$ cat config.mk
export PLATFORM = sky130hd
export DESIGN_NAME = socd_last_input_priority_unit
export DESIGN_NICKNAME = d
export VERILOG_FILES = /design/src/rtl/core/socd_pkg.sv /design/src/rtl/core/socd_cfg_regs.sv /design/src/rtl/core/socd_resolve.sv /design/src/rtl/core/socd_last_input_priority_unit.sv
export SDC_FILE = /design/constraint.sdc
export NUM_CORES = 1
export LEC_CHECK = 0
export BUFFER_PORTS_ARGS = -buffer_cell sky130_fd_sc_hd__buf_2
export CORE_UTILIZATION = 60
export CTS_CLUSTER_DIAMETER = 50
export DETAILED_ROUTE_END_ITERATION = 8
export PLACE_DENSITY = 0.87
export SYNTH_ARGS = -nofsm -noshare
export SYNTH_HDL_FRONTEND = slang
export SYNTH_HIERARCHICAL = 1
export SYNTH_SLANG_ARGS = --single-unit
$ cat constraint.sdc
create_clock -name clk_i -period 5.1 [get_ports clk_i]
set_clock_uncertainty 0.05 [all_clocks]
set_input_delay 0.255 -clock clk_i [delete_from_list [all_inputs] [get_ports clk_i]]
set_output_delay 0.255 -clock clk_i [all_outputs]
set_load 0.01 [all_outputs]
$ cat src/rtl/core/socd_pkg.sv
// Shared types and constants for the last-input-priority SOCD unit.
package socd_pkg;

  localparam int unsigned CfgSlots  = 4;
  localparam int unsigned KeyW      = 8;
  localparam int unsigned CfgIndexW = 3;
  localparam int unsigned CfgDataW  = 8;
  localparam int unsigned MapW      = 4;

  localparam logic [CfgIndexW-1:0] CFG_SLOT0       = 3'd0;
  localparam logic [CfgIndexW-1:0] CFG_GROUP_MAP   = 3'd4;
  localparam logic [CfgIndexW-1:0] CFG_SLOT_ENABLE = 3'd5;

  localparam logic [CfgSlots-1:0][KeyW-1:0] SlotCodeRst = {8'd87, 8'd83, 8'd68, 8'd65};
  localparam logic [MapW-1:0] GroupMapRst   = 4'd12;
  localparam logic [MapW-1:0] SlotEnableRst = 4'd15;

  typedef struct packed {
    logic            hook_ok;
    logic            target_active;
    logic            is_injected;
    logic            is_press;
    logic [KeyW-1:0] key_code;
  } socd_evt_t;

  typedef struct packed {
    logic            kind;
    logic [KeyW-1:0] out_key;
    logic            out_press;
  } socd_res_t;

endpackage

$ cat src/rtl/core/socd_cfg_regs.sv
// Configuration registers: slot key codes, group map and slot enables.
module socd_cfg_regs import socd_pkg::*; #(
  parameter int unsigned NUM_SLOTS = 4
) (
  input  logic                               clk_i,
  input  logic                               rst_ni,
  input  logic                               cfg_valid_i,
  input  logic [CfgIndexW-1:0]               cfg_index_i,
  input  logic [CfgDataW-1:0]                cfg_data_i,
  output logic [((NUM_SLOTS < CfgSlots) ? NUM_SLOTS : CfgSlots)-1:0][KeyW-1:0] slot_code_o,
  output logic [MapW-1:0]                    group_map_o,
  output logic [MapW-1:0]                    slot_enable_o
);

  function automatic int unsigned ActSlotsOf(int unsigned n);
    return (n < CfgSlots) ? n : CfgSlots;
  endfunction

  localparam int unsigned ActSlots = ActSlotsOf(NUM_SLOTS);

  logic [ActSlots-1:0][KeyW-1:0] slot_code_q;
  logic [MapW-1:0]               group_map_q;
  logic [MapW-1:0]               slot_enable_q;

  always_ff @(posedge clk_i or negedge rst_ni) begin
    if (!rst_ni) begin
      for (int i = 0; i < ActSlots; i++) begin
        slot_code_q[i] <= SlotCodeRst[i];
      end
      group_map_q   <= GroupMapRst;
      slot_enable_q <= SlotEnableRst;
    end else if (cfg_valid_i) begin
      unique case (cfg_index_i)
        CFG_GROUP_MAP: begin
          group_map_q <= cfg_data_i[MapW-1:0];
        end
        CFG_SLOT_ENABLE: begin
          slot_enable_q <= cfg_data_i[MapW-1:0];
        end
        default: begin
          for (int i = 0; i < ActSlots; i++) begin
            if (cfg_index_i == CFG_SLOT0 + CfgIndexW'(i)) begin
              slot_code_q[i] <= cfg_data_i[KeyW-1:0];
            end
          end
        end
      endcase
    end
  end

  assign slot_code_o   = slot_code_q;
  assign group_map_o   = group_map_q;
  assign slot_enable_o = slot_enable_q;

endmodule

$ cat src/rtl/core/socd_resolve.sv
// Slot match, group state and result generation for one key event.
module socd_resolve import socd_pkg::*; #(
  parameter int unsigned NUM_SLOTS  = 4,
  parameter int unsigned NUM_GROUPS = 2
) (
  input  logic                                 clk_i,
  input  logic                                 rst_ni,
  input  socd_evt_t                            evt_i,
  input  logic                                 fire_i,
  input  logic [((NUM_SLOTS < CfgSlots) ? NUM_SLOTS : CfgSlots)-1:0][KeyW-1:0] slot_code_i,
  input  logic [MapW-1:0]                      group_map_i,
  input  logic [MapW-1:0]                      slot_enable_i,
  output logic [1:0]                           res_cnt_o,
  output socd_res_t                            res0_o,
  output socd_res_t                            res1_o
);

  function automatic int unsigned ActSlotsOf(int unsigned n);
    return (n < CfgSlots) ? n : CfgSlots;
  endfunction

  localparam int unsigned ActSlots = ActSlotsOf(NUM_SLOTS);
  localparam int unsigned SlotW    = (ActSlots > 1) ? $clog2(ActSlots) : 1;
  localparam int unsigned RefW     = $clog2(ActSlots + 1);
  localparam int unsigned GroupW   = (NUM_GROUPS > 1) ? $clog2(NUM_GROUPS) : 1;

  logic [ActSlots-1:0]           held_q;
  logic [NUM_GROUPS-1:0][RefW-1:0] act_q;
  logic [NUM_GROUPS-1:0][RefW-1:0] prev_q;

  logic             hit;
  logic [SlotW-1:0] slot;
  logic [GroupW-1:0] grp;
  logic [RefW-1:0]  me;
  logic [RefW-1:0]  act, prev, act_n, prev_n;
  logic             held, held_n;
  logic [RefW-1:0]  act_m1, prevn_m1;

  always_comb begin
    hit  = 1'b0;
    slot = '0;
    if (evt_i.hook_ok && evt_i.target_active && !evt_i.is_injected) begin
      for (int i = ActSlots - 1; i >= 0; i--) begin
        if (slot_enable_i[i] && slot_code_i[i] == evt_i.key_code) begin
          hit  = 1'b1;
          slot = SlotW'(i);
        end
      end
    end
  end

  assign grp  = (NUM_GROUPS > 1) ? GroupW'(group_map_i[slot]) : '0;
  assign me   = RefW'(slot) + RefW'(1);
  assign act  = act_q[grp];
  assign prev = prev_q[grp];
  assign held = held_q[slot];
  assign act_m1 = act - RefW'(1);

  always_comb begin
    res_cnt_o = 2'd0;
    res0_o    = '{kind: 1'b0, out_key: evt_i.key_code, out_press: evt_i.is_press};
    res1_o    = '{kind: 1'b1, out_key: evt_i.key_code, out_press: 1'b0};
    act_n     = act;
    prev_n    = prev;
    held_n    = held;
    prevn_m1  = '0;
    if (!hit) begin
      res_cnt_o = 2'd1;
    end else if (evt_i.is_press) begin
      if (!held) begin
        held_n    = 1'b1;
        res0_o    = '{kind: 1'b1, out_key: evt_i.key_code, out_press: 1'b1};
        res_cnt_o = 2'd1;
        act_n     = me;
        if (act != '0 && act != me) begin
          prev_n    = act;
          res1_o    = '{kind: 1'b1, out_key: slot_code_i[act_m1[SlotW-1:0]],
                        out_press: 1'b0};
          res_cnt_o = 2'd2;
        end
      end
    end else begin
      if (prev == me && !held) begin
        prev_n = '0;
      end
      if (held) begin
        held_n = 1'b0;
        res0_o = '{kind: 1'b1, out_key: evt_i.key_code, out_press: 1'b0};
        if (act == me && prev != '0) begin
          prevn_m1  = prev - RefW'(1);
          act_n     = prev;
          prev_n    = '0;
          res1_o    = '{kind: 1'b1, out_key: slot_code_i[prevn_m1[SlotW-1:0]],
                        out_press: 1'b1};
          res_cnt_o = 2'd2;
        end else begin
          prev_n    = '0;
          res_cnt_o = 2'd1;
          if (act == me) begin
            act_n = '0;
          end
        end
      end
    end
  end

  always_ff @(posedge clk_i or negedge rst_ni) begin
    if (!rst_ni) begin
      held_q <= '0;
      act_q  <= '0;
      prev_q <= '0;
    end else if (fire_i && hit) begin
      held_q[slot] <= held_n;
      act_q[grp]   <= act_n;
      prev_q[grp]  <= prev_n;
    end
  end

endmodule

$ cat src/rtl/core/socd_last_input_priority_unit.sv
// Top level of the last-input-priority SOCD unit: input register and result buffer.
// Each key event is held in an input register, resolved combinationally against the slot
// and group state, and its zero, one or two results are written into a two-entry result
// buffer that drives the output stream. The event waits in the input register until the
// buffer is free; its first result is then registered into the buffer head. An event
// that gives two results keeps the buffer busy until both have left, because the single
// output port drains one result per cycle while m_axis_tready is high. The input register
// accepts the next event while results wait.
module socd_last_input_priority_unit import socd_pkg::*; #(
  parameter int unsigned NUM_SLOTS  = 4,
  parameter int unsigned NUM_GROUPS = 2
) (
  input  logic                 clk_i,
  input  logic                 rst_ni,
  input  logic                 s_axis_tvalid,
  output logic                 s_axis_tready,
  // key_code[7:0], is_press[8], is_injected[9], target_active[10], hook_ok[11]
  input  logic [15:0]          s_axis_tdata,
  output logic                 m_axis_tvalid,
  input  logic                 m_axis_tready,
  // out_key[7:0], out_press[8]
  output logic [15:0]          m_axis_tdata,
  // kind[0]
  output logic                 m_axis_tuser,
  output logic                 m_axis_tlast,
  input  logic                 cfg_valid_i,
  output logic                 cfg_ready_o,
  input  logic [CfgIndexW-1:0] cfg_index_i,
  input  logic [CfgDataW-1:0]  cfg_data_i
);

  localparam int unsigned ActSlots = (NUM_SLOTS < CfgSlots) ? NUM_SLOTS : CfgSlots;

  logic [ActSlots-1:0][KeyW-1:0] slot_code;
  logic [MapW-1:0]               group_map;
  logic [MapW-1:0]               slot_enable;

  socd_evt_t evt_q;
  logic      in_valid_q;
  logic      fire;
  logic [1:0] res_cnt;
  socd_res_t res0, res1;

  socd_res_t head_q, tail_q;
  logic      head_last_q;
  logic      head_valid_q, tail_valid_q;
  logic      buf_free;

  assign cfg_ready_o = 1'b1;

  socd_cfg_regs #(.NUM_SLOTS(NUM_SLOTS)) u_cfg (
    .clk_i,
    .rst_ni,
    .cfg_valid_i,
    .cfg_index_i,
    .cfg_data_i,
    .slot_code_o   (slot_code),
    .group_map_o   (group_map),
    .slot_enable_o (slot_enable)
  );

  socd_resolve #(.NUM_SLOTS(NUM_SLOTS), .NUM_GROUPS(NUM_GROUPS)) u_resolve (
    .clk_i,
    .rst_ni,
    .evt_i         (evt_q),
    .fire_i        (fire),
    .slot_code_i   (slot_code),
    .group_map_i   (group_map),
    .slot_enable_i (slot_enable),
    .res_cnt_o     (res_cnt),
    .res0_o        (res0),
    .res1_o        (res1)
  );

  assign buf_free      = !head_valid_q || (m_axis_tready && !tail_valid_q);
  assign fire          = in_valid_q && buf_free;
  assign s_axis_tready = !in_valid_q || fire;

  always_ff @(posedge clk_i or negedge rst_ni) begin
    if (!rst_ni) begin
      in_valid_q <= 1'b0;
    end else if (s_axis_tvalid && s_axis_tready) begin
      in_valid_q <= 1'b1;
    end else if (fire) begin
      in_valid_q <= 1'b0;
    end
  end

  always_ff @(posedge clk_i) begin
    if (s_axis_tvalid && s_axis_tready) begin
      evt_q <= s_axis_tdata[11:0];
    end
  end

  always_ff @(posedge clk_i or negedge rst_ni) begin
    if (!rst_ni) begin
      head_valid_q <= 1'b0;
      tail_valid_q <= 1'b0;
      head_last_q  <= 1'b0;
    end else if (fire && res_cnt != 2'd0) begin
      head_valid_q <= 1'b1;
      head_last_q  <= (res_cnt == 2'd1);
      tail_valid_q <= (res_cnt == 2'd2);
    end else if (m_axis_tvalid && m_axis_tready) begin
      head_valid_q <= tail_valid_q;
      head_last_q  <= 1'b1;
      tail_valid_q <= 1'b0;
    end
  end

  always_ff @(posedge clk_i) begin
    if (fire && res_cnt != 2'd0) begin
      head_q <= res0;
      tail_q <= res1;
    end else if (m_axis_tvalid && m_axis_tready) begin
      head_q <= tail_q;
    end
  end

  assign m_axis_tvalid = head_valid_q;
  assign m_axis_tdata  = {7'd0, head_q.out_press, head_q.out_key};
  assign m_axis_tuser  = head_q.kind;
  assign m_axis_tlast  = head_last_q;

`ifndef NO_ASSERTIONS
  a_tail_needs_head: assert property (@(posedge clk_i) disable iff (!rst_ni)
    tail_valid_q |-> head_valid_q)
    else $error("second result buffered without a first");

  a_not_last_has_tail: assert property (@(posedge clk_i) disable iff (!rst_ni)
    (head_valid_q && !head_last_q) |-> tail_valid_q)
    else $error("result not marked last but no follow-up buffered");

  a_pass_is_single: assert property (@(posedge clk_i) disable iff (!rst_ni)
    (m_axis_tvalid && !m_axis_tuser) |-> m_axis_tlast)
    else $error("passed-through event not marked last");
`endif

endmodule
==> results of run 1 <==
critical path, stage by stage (launching register included):
cell and delay [ps]:
edfxtp_1 550, xnor2_1 240, nand4_1 220, or3_4 440
a311oi_2 340, a2bb2oi_4 350, mux2i_1 390, xnor2_1 200
o31a_1 390, and2_4 260, nor2_4 240, inv_1 120
o21ai_2 210, a21oi_4 60, buf_12 170, mux2_4 300
worst max-delay path by stage:
stage / from / endpoint / cells past startpoint
6_report: evt_q[2]$_DFFE_PP_ / m_axis_tdata[0]$_DFFE_PP_ / 15
5_1_grt: evt_q[2]$_DFFE_PP_ / m_axis_tdata[0]$_DFFE_PP_ / 15
4_1_cts: evt_q[2]$_DFFE_PP_ / m_axis_tuser$_DFFE_PP_ / 14
3_5_place_dp: evt_q[2]$_DFFE_PP_ / m_axis_tdata[7]$_DFFE_PP_ / 14
3_3_place_gp: evt_q[4]$_DFFE_PP_ / m_axis_tdata[7]$_DFFE_PP_ / 14
2_1_floorplan: evt_q[3]$_DFFE_PP_ / m_axis_tdata[0]$_DFFE_PP_ / 21
metal layers:
metal | wire, um | vias to the layer above
met5 | 0 | -
met4 | 311 | 0
met3 | 847 | 32
met2 | 5570 | 174
met1 | 4920 | 1888
li1 | - | 1694
layout by cell type, fill, tap and decap left out, drive strengths merged, types with 6 or more instances in the layout:
cell / count
nor2: 18
dfrtp: 41
nand2b: 6
dlygate4sd3: 10
edfxtp: 32
a32o: 8
conb: 9
nand3: 6
nand2: 35
ha: 6
a21oi: 7
clkbuf: 9
nor3: 7
a21o: 11
inv: 11
xnor2: 36
dfstp: 19
and2: 6
nor4: 6
mux2i: 7
o21ai: 9
mux2: 51
buf: 51
mux4: 12
through the flow:
| stage | hold slack [ps] | instances |
|---|---|---|
| after detailed placement | 383 | 565 |
| final | -24.6 | 593 |
| after floorplan | -90.6 | 449 |
| after global routing | 3.10 | 593 |
| after CTS | 0.106 | 590 |
| after global placement | 383 | 565 |
synthesized netlist by cell type, types with 7 or more instances:
library cell,instances
mux2_2,43
dfrtp_1,41
xnor2_1,35
nand2_1,34
edfxtp_1,32
buf_4,20
dfstp_2,19
nor2_1,17
mux4_2,12
a21o_1,9
a32o_1,8
buf_2,8
mux2_4,8
nor3_1,7
o21ai_0,7
timing repair:
| action | CTS | global route |
|---|---|---|
| setup endpoints to repair | 0 | 12 |
| buffers inserted | 0 | 2 |
| hold endpoints to repair | 9 | 1 |
| hold buffers | 9 | 1 |
kinds of logic (layout without fill, tap and decap cells):
group,Yosys count,count (layout)
AND/OR/NAND/NOR,114,114
buffers and inverters,48,84
other,3,9
AO/OA/AOI/OAI,72,72
flip-flops,92,92
XOR/XNOR,38,38
multiplexers,70,70
adder cells (fa/ha/maj),6,6
sequential cells by signal, indices dropped and copies added, names as in the netlist, 6 cells and up:
name,cells
tail_q,10
m_axis_tdata,9
u_resolve/prev_q,6
evt_q,12
u_resolve/act_q,6
u_cfg/slot_code_o,32
cell type report:
cell class | count | area, sq um
fill | 610 | 2840
multi-input combinational | 309 | 2690
sequential | 92 | 2490
timing repair buffer | 61 | 395
tap | 108 | 135
clock buffer | 9 | 124
clock inverter | 7 | 63.8
inverter | 7 | 31.3
power by group:
group | switching [mW] | leakage [nW] | internal [mW]
Clock | 0.283 | 0.0976 | 0.190
Sequential | 0.116 | 1.03 | 0.894
Combinational | 0.166 | 1.23 | 0.209
==> run_results.csv, run 1 <==
group,metric,value,unit
finish,area_delta_synth_final,8.33,%
synthesis,synth_xor_area_frac,0.0643,
clocking,cts.repair.resized,0,
clocking,cts.clk_slew.worst_paths,100,ps
place,post-dp-hpwl,8320,um
clocking,cts_tree,"yes",
synthesis,synth_top_area_share,0.188,
global_route,antenna_found_initial,0,
synthesis,synth_edf_count,32,
global_route,use_met1,0.337,
drt,wl_per_cell,19.6,um
global_route,grt_pass1_vias,3678,
clocking,clock_sinks,92,
place,dp_worst_setup_slack,310,ps
critical_path,r2r_slack,330,ps
synthesis,synth-compound-area-share,0.108,
synthesis,async_flop_share,0.652,
global_route,use_met2,0.413,
synthesis,synth_top_family_by_area,"multiplexers",
sta,period_minus_slack,4770,ps
sta,finalSetupViolations,0,
sta,whs,-24.6,ps
clocking,insertion_delay,370,ps
synthesis,ys_seq_elements,92,
floorplan,rows,34,
pwr,power_leakage,2.36,nW
pwr,peakVddDrop,0.000232,V
synthesis,synthMuxAreaShare,0.173,
place,placed_area,5610,sq um
finish,diodes,0,
drt,wl,11700,um
critical_path,reg2regPathDepth,15,
drt,viasPerCell,6.39,
critical_path,cp_data_required_time,5180,ps
critical_path,end_kind,"flop",
global_route,grt-ovfl-total,0,
critical_path,cp.arrival,4850,ps
global_route,grt_usage,0.255,
global_route,grt_busiest_layer,"met2",
sta,timing.final.ws_setup,326,ps
floorplan,start_util,0.624,
global_route,grt_max_degree,61,
drt,drtIter0Drc,315,
outcome,violations,"negative hold slack",
sta,slew_headroom,0.495,
drt,drcViolationCount,0,
sta,rsz0062_at_grt,"false",
global_route,grt_pass1_wl,18700,um
critical_path,path_class,"reg2reg",
sta,post-route-period-util,0.936,
clocking,htreeDepth,3,
floorplan,ioPinCount,53,
finish,fin_util,0.676,
global_route,grtUsageMet3,0.0468,
synthesis,yosys_warnings,6,
synthesis,yosysTopAreaCell,"dfrtp_1",
clocking,cts-root-buf,"clkbuf_8",
drt,postRouteAntennaNets,0,
sta,hold_viol,22,
job,cap_viol_max_count,0,
critical_path,cp_max_fo,15,
place,finalWeightedCongestion,0.938,
synthesis,yosys.area_share.simple,0.125,
finish,final_cell_area,5920,sq um
outcome,outcome,"finished with violations",
synthesis,ys.flop_type,"dfrtp_1",
drt,first_pass_iters,5,
critical_path,cp-start-kind,"flop",
floorplan,fp.dieH,97.5,um
pwr,p_per_area,314,nW/um^2
critical_path,worstReg2RegStart,"evt_q[2]$_DFFE_PP_",
floorplan,core_area,8760,sq um
sta,maxSlewViolCount,0,
min_path,hold_path.class,"in2async",
finish,final_nets,518,
clocking,clockBufferDepth,2,
synthesis,synth-seq-area-share,0.455,
synthesis,ys_top_cells_by_area,"dfrtp_1 (19%), edfxtp_1 (18%), dfstp_2 (9.1%), mux2_2 (8.9%), xnor2_1 (5.6%)",
synthesis,ys_types,79,
pwr,p_total,1.86,mW
floorplan,die_x,97.5,um
critical_path,r2r-end,"m_axis_tdata[0]$_DFFE_PP_",
sta,worst_slew_pin_slew,758,ps
place,io_buffers,40,
floorplan,dieArea,9500,sq um
sta,tns,0,ps
synthesis,synth_area_per_cell,12.3,sq um
synthesis,syn_inst,443,
synthesis,synthesis.area,5470,sq um
drt,vias,3788,
sta,timing.fmax,0.209,GHz
finish,layout-drive-gt1-share,0.355,
clocking,cts_buffers,9,
synthesis,synth_fa_ha_area_frac,0.0137,
Note: power is estimated with default switching activity, not from simulation.
==> run 2, diff against run 1 <==
==> constraint.sdc (replaced) <==
create_clock -name clk_i -period 5.1 [get_ports clk_i]
set_clock_uncertainty 0.05 [all_clocks]
set_input_delay 1.02 -clock clk_i [delete_from_list [all_inputs] [get_ports clk_i]]
set_output_delay 1.02 -clock clk_i [all_outputs]
set_load 0.01 [all_outputs]
==> run 2 against run 1 <==
The run now ends clean. Setup slack worse by 120 ps. Register-to-register slack worse by 120 ps. Flip-flop and latch count unchanged. Global-route usage up 1.1 points. Die area stayed put. Total power rose by 0.19%. Worst hold slack better by 470 ps. Non-clock buffer count is 6 lower. Maximum frequency decreased by 2.5%. Final cell count decreased by 1.0%. Clock power barely moved. Combinational power grew 2%. Critical path type unchanged. Largest power group unchanged.
==> run_results.csv, run 2 (synthesis results as in run 1) <==
group,metric,value,unit
clocking,cts.clk_slew.worst_paths,90,ps
finish,fin_util,0.669,
finish,ff_latch_area,2490,sq um
floorplan,die_x,97.5,um
finish,fill_cells,618,
floorplan,core_area,8760,sq um
pwr,power_leakage,2.32,nW
sta,timing.fmax,0.204,GHz
clocking,clock_sinks,92,
clocking,htreeDepth,3,
finish,layout-drive-gt1-share,0.367,
clocking,insertion_delay,360,ps
finish,diodes,0,
global_route,antenna_found_initial,0,
min_path,hold_end,"u_resolve/prev_q[5]$_DFFE_PN0P_",
floorplan,rows,34,
drt,wl_per_cell,20.8,um
critical_path,cp-start-kind,"flop",
pwr,p_int,1.32,mW
critical_path,worstReg2RegStart,"evt_q[5]$_DFFE_PP_",
critical_path,cp.arrival,4970,ps
critical_path,path_class,"reg2reg",
drt,top_layer,"met4",
pwr,power_frac_clock,0.254,
drt,postRouteAntennaNets,0,
min_path,hold_path.class,"reg2reg",
sta,period_minus_slack,4900,ps
sta,post-route-period-util,0.960,
sta,timing.final.ws_setup,202,ps
job,cap_viol_max_count,0,
min_path,min_from,"u_resolve/prev_q[5]$_DFFE_PN0P_",
critical_path,crit_chain,"xnor2_1 > nand3_1 > or3_4 > a311oi_2 > a2bb2oi_4 > nand2_1 > nand2_4 > clkinv_4 > xnor2_4 > o31a_1 > and2_4 > nor2_4 > inv_1 > o21ai_2 > a21oi_4 > buf_12 > mux2_4",
sta,finalSetupViolations,0,
global_route,grt_usage,0.265,
critical_path,end_kind,"flop",
clocking,cts_tree,"yes",
sta,tns,0,ps
critical_path,cp_data_required_time,5170,ps
min_path,whs_path_depth,1,
sta,slew_headroom,0.493,
sta,hold_viol,0,
place,post-dp-hpwl,8570,um
drt,wl_met1,4950,um
drt,routed-wl-met2,6090,um
floorplan,fp.dieH,97.5,um
critical_path,r2r-end,"m_axis_tdata[2]$_DFFE_PP_",
pwr,p_switching,0.537,mW
critical_path,cpLargestDelayFamily,"simple AND/OR/NAND/NOR gates",
drt,viasPerCell,6.47,
finish,final_nets,512,
sta,worst_slew_pin_slew,760,ps
drt,drcViolationCount,0,
finish,multiInputGateArea,2690,sq um
pwr,p_sw_frac,0.288,
finish,largest_register_ffs,32,
global_route,grt_pass1_wl,19400,um
drt,met3WireLength,788,um
pwr,peakVddDrop,0.000261,V
critical_path,r2r_slack,200,ps
critical_path,cp.depth,17,
place,placed_area,5640,sq um
critical_path,cp_max_fo,15,
place,dp_worst_setup_slack,205,ps
drt,vias,3796,
floorplan,ioPinCount,53,
pwr,p_per_area,318,nW/um^2
drt,drtIter0Drc,327,
critical_path,crit_slowest_cell,"edfxtp_1",
critical_path,reg2regPathDepth,17,
finish,area_delta_synth_final,7.19,%
critical_path,cp_num_buf_inv,3,
global_route,grt-ovfl-total,0,
sta,maxSlewViolCount,0,
outcome,outcome,"finished, final reports clean",
finish,final_cell_area,5860,sq um
place,io_buffers,40,
drt,first_pass_iters,5,
global_route,grt_max_degree,61,
clocking,cts-root-buf,"clkbuf_8",
clocking,cts_buffers,9,
pwr,combPwrFrac,0.205,
finish,mostFrequentLayoutCell,"mux2_2",
drt,wl,12200,um
place,finalWeightedCongestion,0.918,
global_route,grt_pass1_vias,3794,
floorplan,dieArea,9500,sq um
clocking,clockBufferDepth,2,
clocking,holdBufCountCts,0,
floorplan,start_util,0.624,
finish,final_cell_mix,"mux2_2 (43), dfrtp_1 (41), buf_2 (40), xnor2_1 (35), nand2_1 (34)",
critical_path,critPathMaxStageDelay,520,ps
pwr,pwr-share-seq,0.541,
sta,whs,442,ps
==> run 2: cell count changes in the layout (fill, tap and decap cells not counted), sizes merged <==
| cell | change |
|---|---|
| buf | +4 |
| bufinv | +1 |
| clkbuf | +1 |
| clkinvlp | +2 |
| dlygate4sd3 | -10 |
| inv | -4 |
==> run 2: worst max-delay path by stage <==
stage | slack (ps) | to | startpoint
6_report | 200 | m_axis_tdata[2]$_DFFE_PP_ | evt_q[5]$_DFFE_PP_
5_1_grt | -4 | m_axis_tdata[0]$_DFFE_PP_ | evt_q[1]$_DFFE_PP_
4_1_cts | 140 | m_axis_tdata[7]$_DFFE_PP_ | evt_q[1]$_DFFE_PP_
3_5_place_dp | 200 | m_axis_tuser$_DFFE_PP_ | evt_q[1]$_DFFE_PP_
3_3_place_gp | 300 | m_axis_tdata[7]$_DFFE_PP_ | evt_q[5]$_DFFE_PP_
2_1_floorplan | 810 | m_axis_tdata[0]$_DFFE_PP_ | evt_q[3]$_DFFE_PP_
==> run 2: area by class of cell <==
class,instances,share of cell area
clock buffers,10,0.0218
clock inverters,6,0.0109
inverters,7,0.00534
multi-input cells,309,0.459
flip-flops and latches,92,0.424
well taps,108,0.0231
repair buffers,55,0.0555
==> run 2: per-stage QoR <==
| step | std cells | total power [mW] |
|---|---|---|
| 2_1_floorplan | 449 | 1.28 |
| 3_3_place_gp | 570 | 1.36 |
| 3_5_place_dp | 570 | 1.38 |
| 4_1_cts | 586 | 1.86 |
| 5_1_grt | 587 | 1.94 |
| 6_report | 587 | 1.86 |
==> run 2: worst reg2reg max path, delay by kind of cell, from the launching register on <==
family                    cells  cell delay, ps
and+or+nand+nor               6            1490
AOI/OAI and AO/OA             5            1420
DFF                           1             520
buffers and inverters         3             460
xor gates and xnor gates      2             420
muxes                         1             310
==> run 2: repair_timing <==
| item | in CTS | in global routing |
|---|---|---|
| resized for setup | 0 | 1 |
| endpoints found under the setup margin | 0 | 24 |
| setup buffers | 0 | 1 |
==> run 2: per-layer routing <==
metal / GRT usage / up-vias
met1: 0.342 / 1883
met2: 0.441 / 194
met5: 0 / -
met3: 0.0525 / 44
li1: - / 1675
met4: 0.106 / 0
==> run 2: power by group through the flow <==
stage,Clock [mW],Combinational [mW],Sequential [mW]
final,0.473,0.381,1.01
after global routing,0.514,0.407,1.02
after CTS,0.486,0.372,1.01
after detailed placement,0,0.364,1.02
after global placement,0,0.350,1.01
after floorplan,0,0.297,0.979
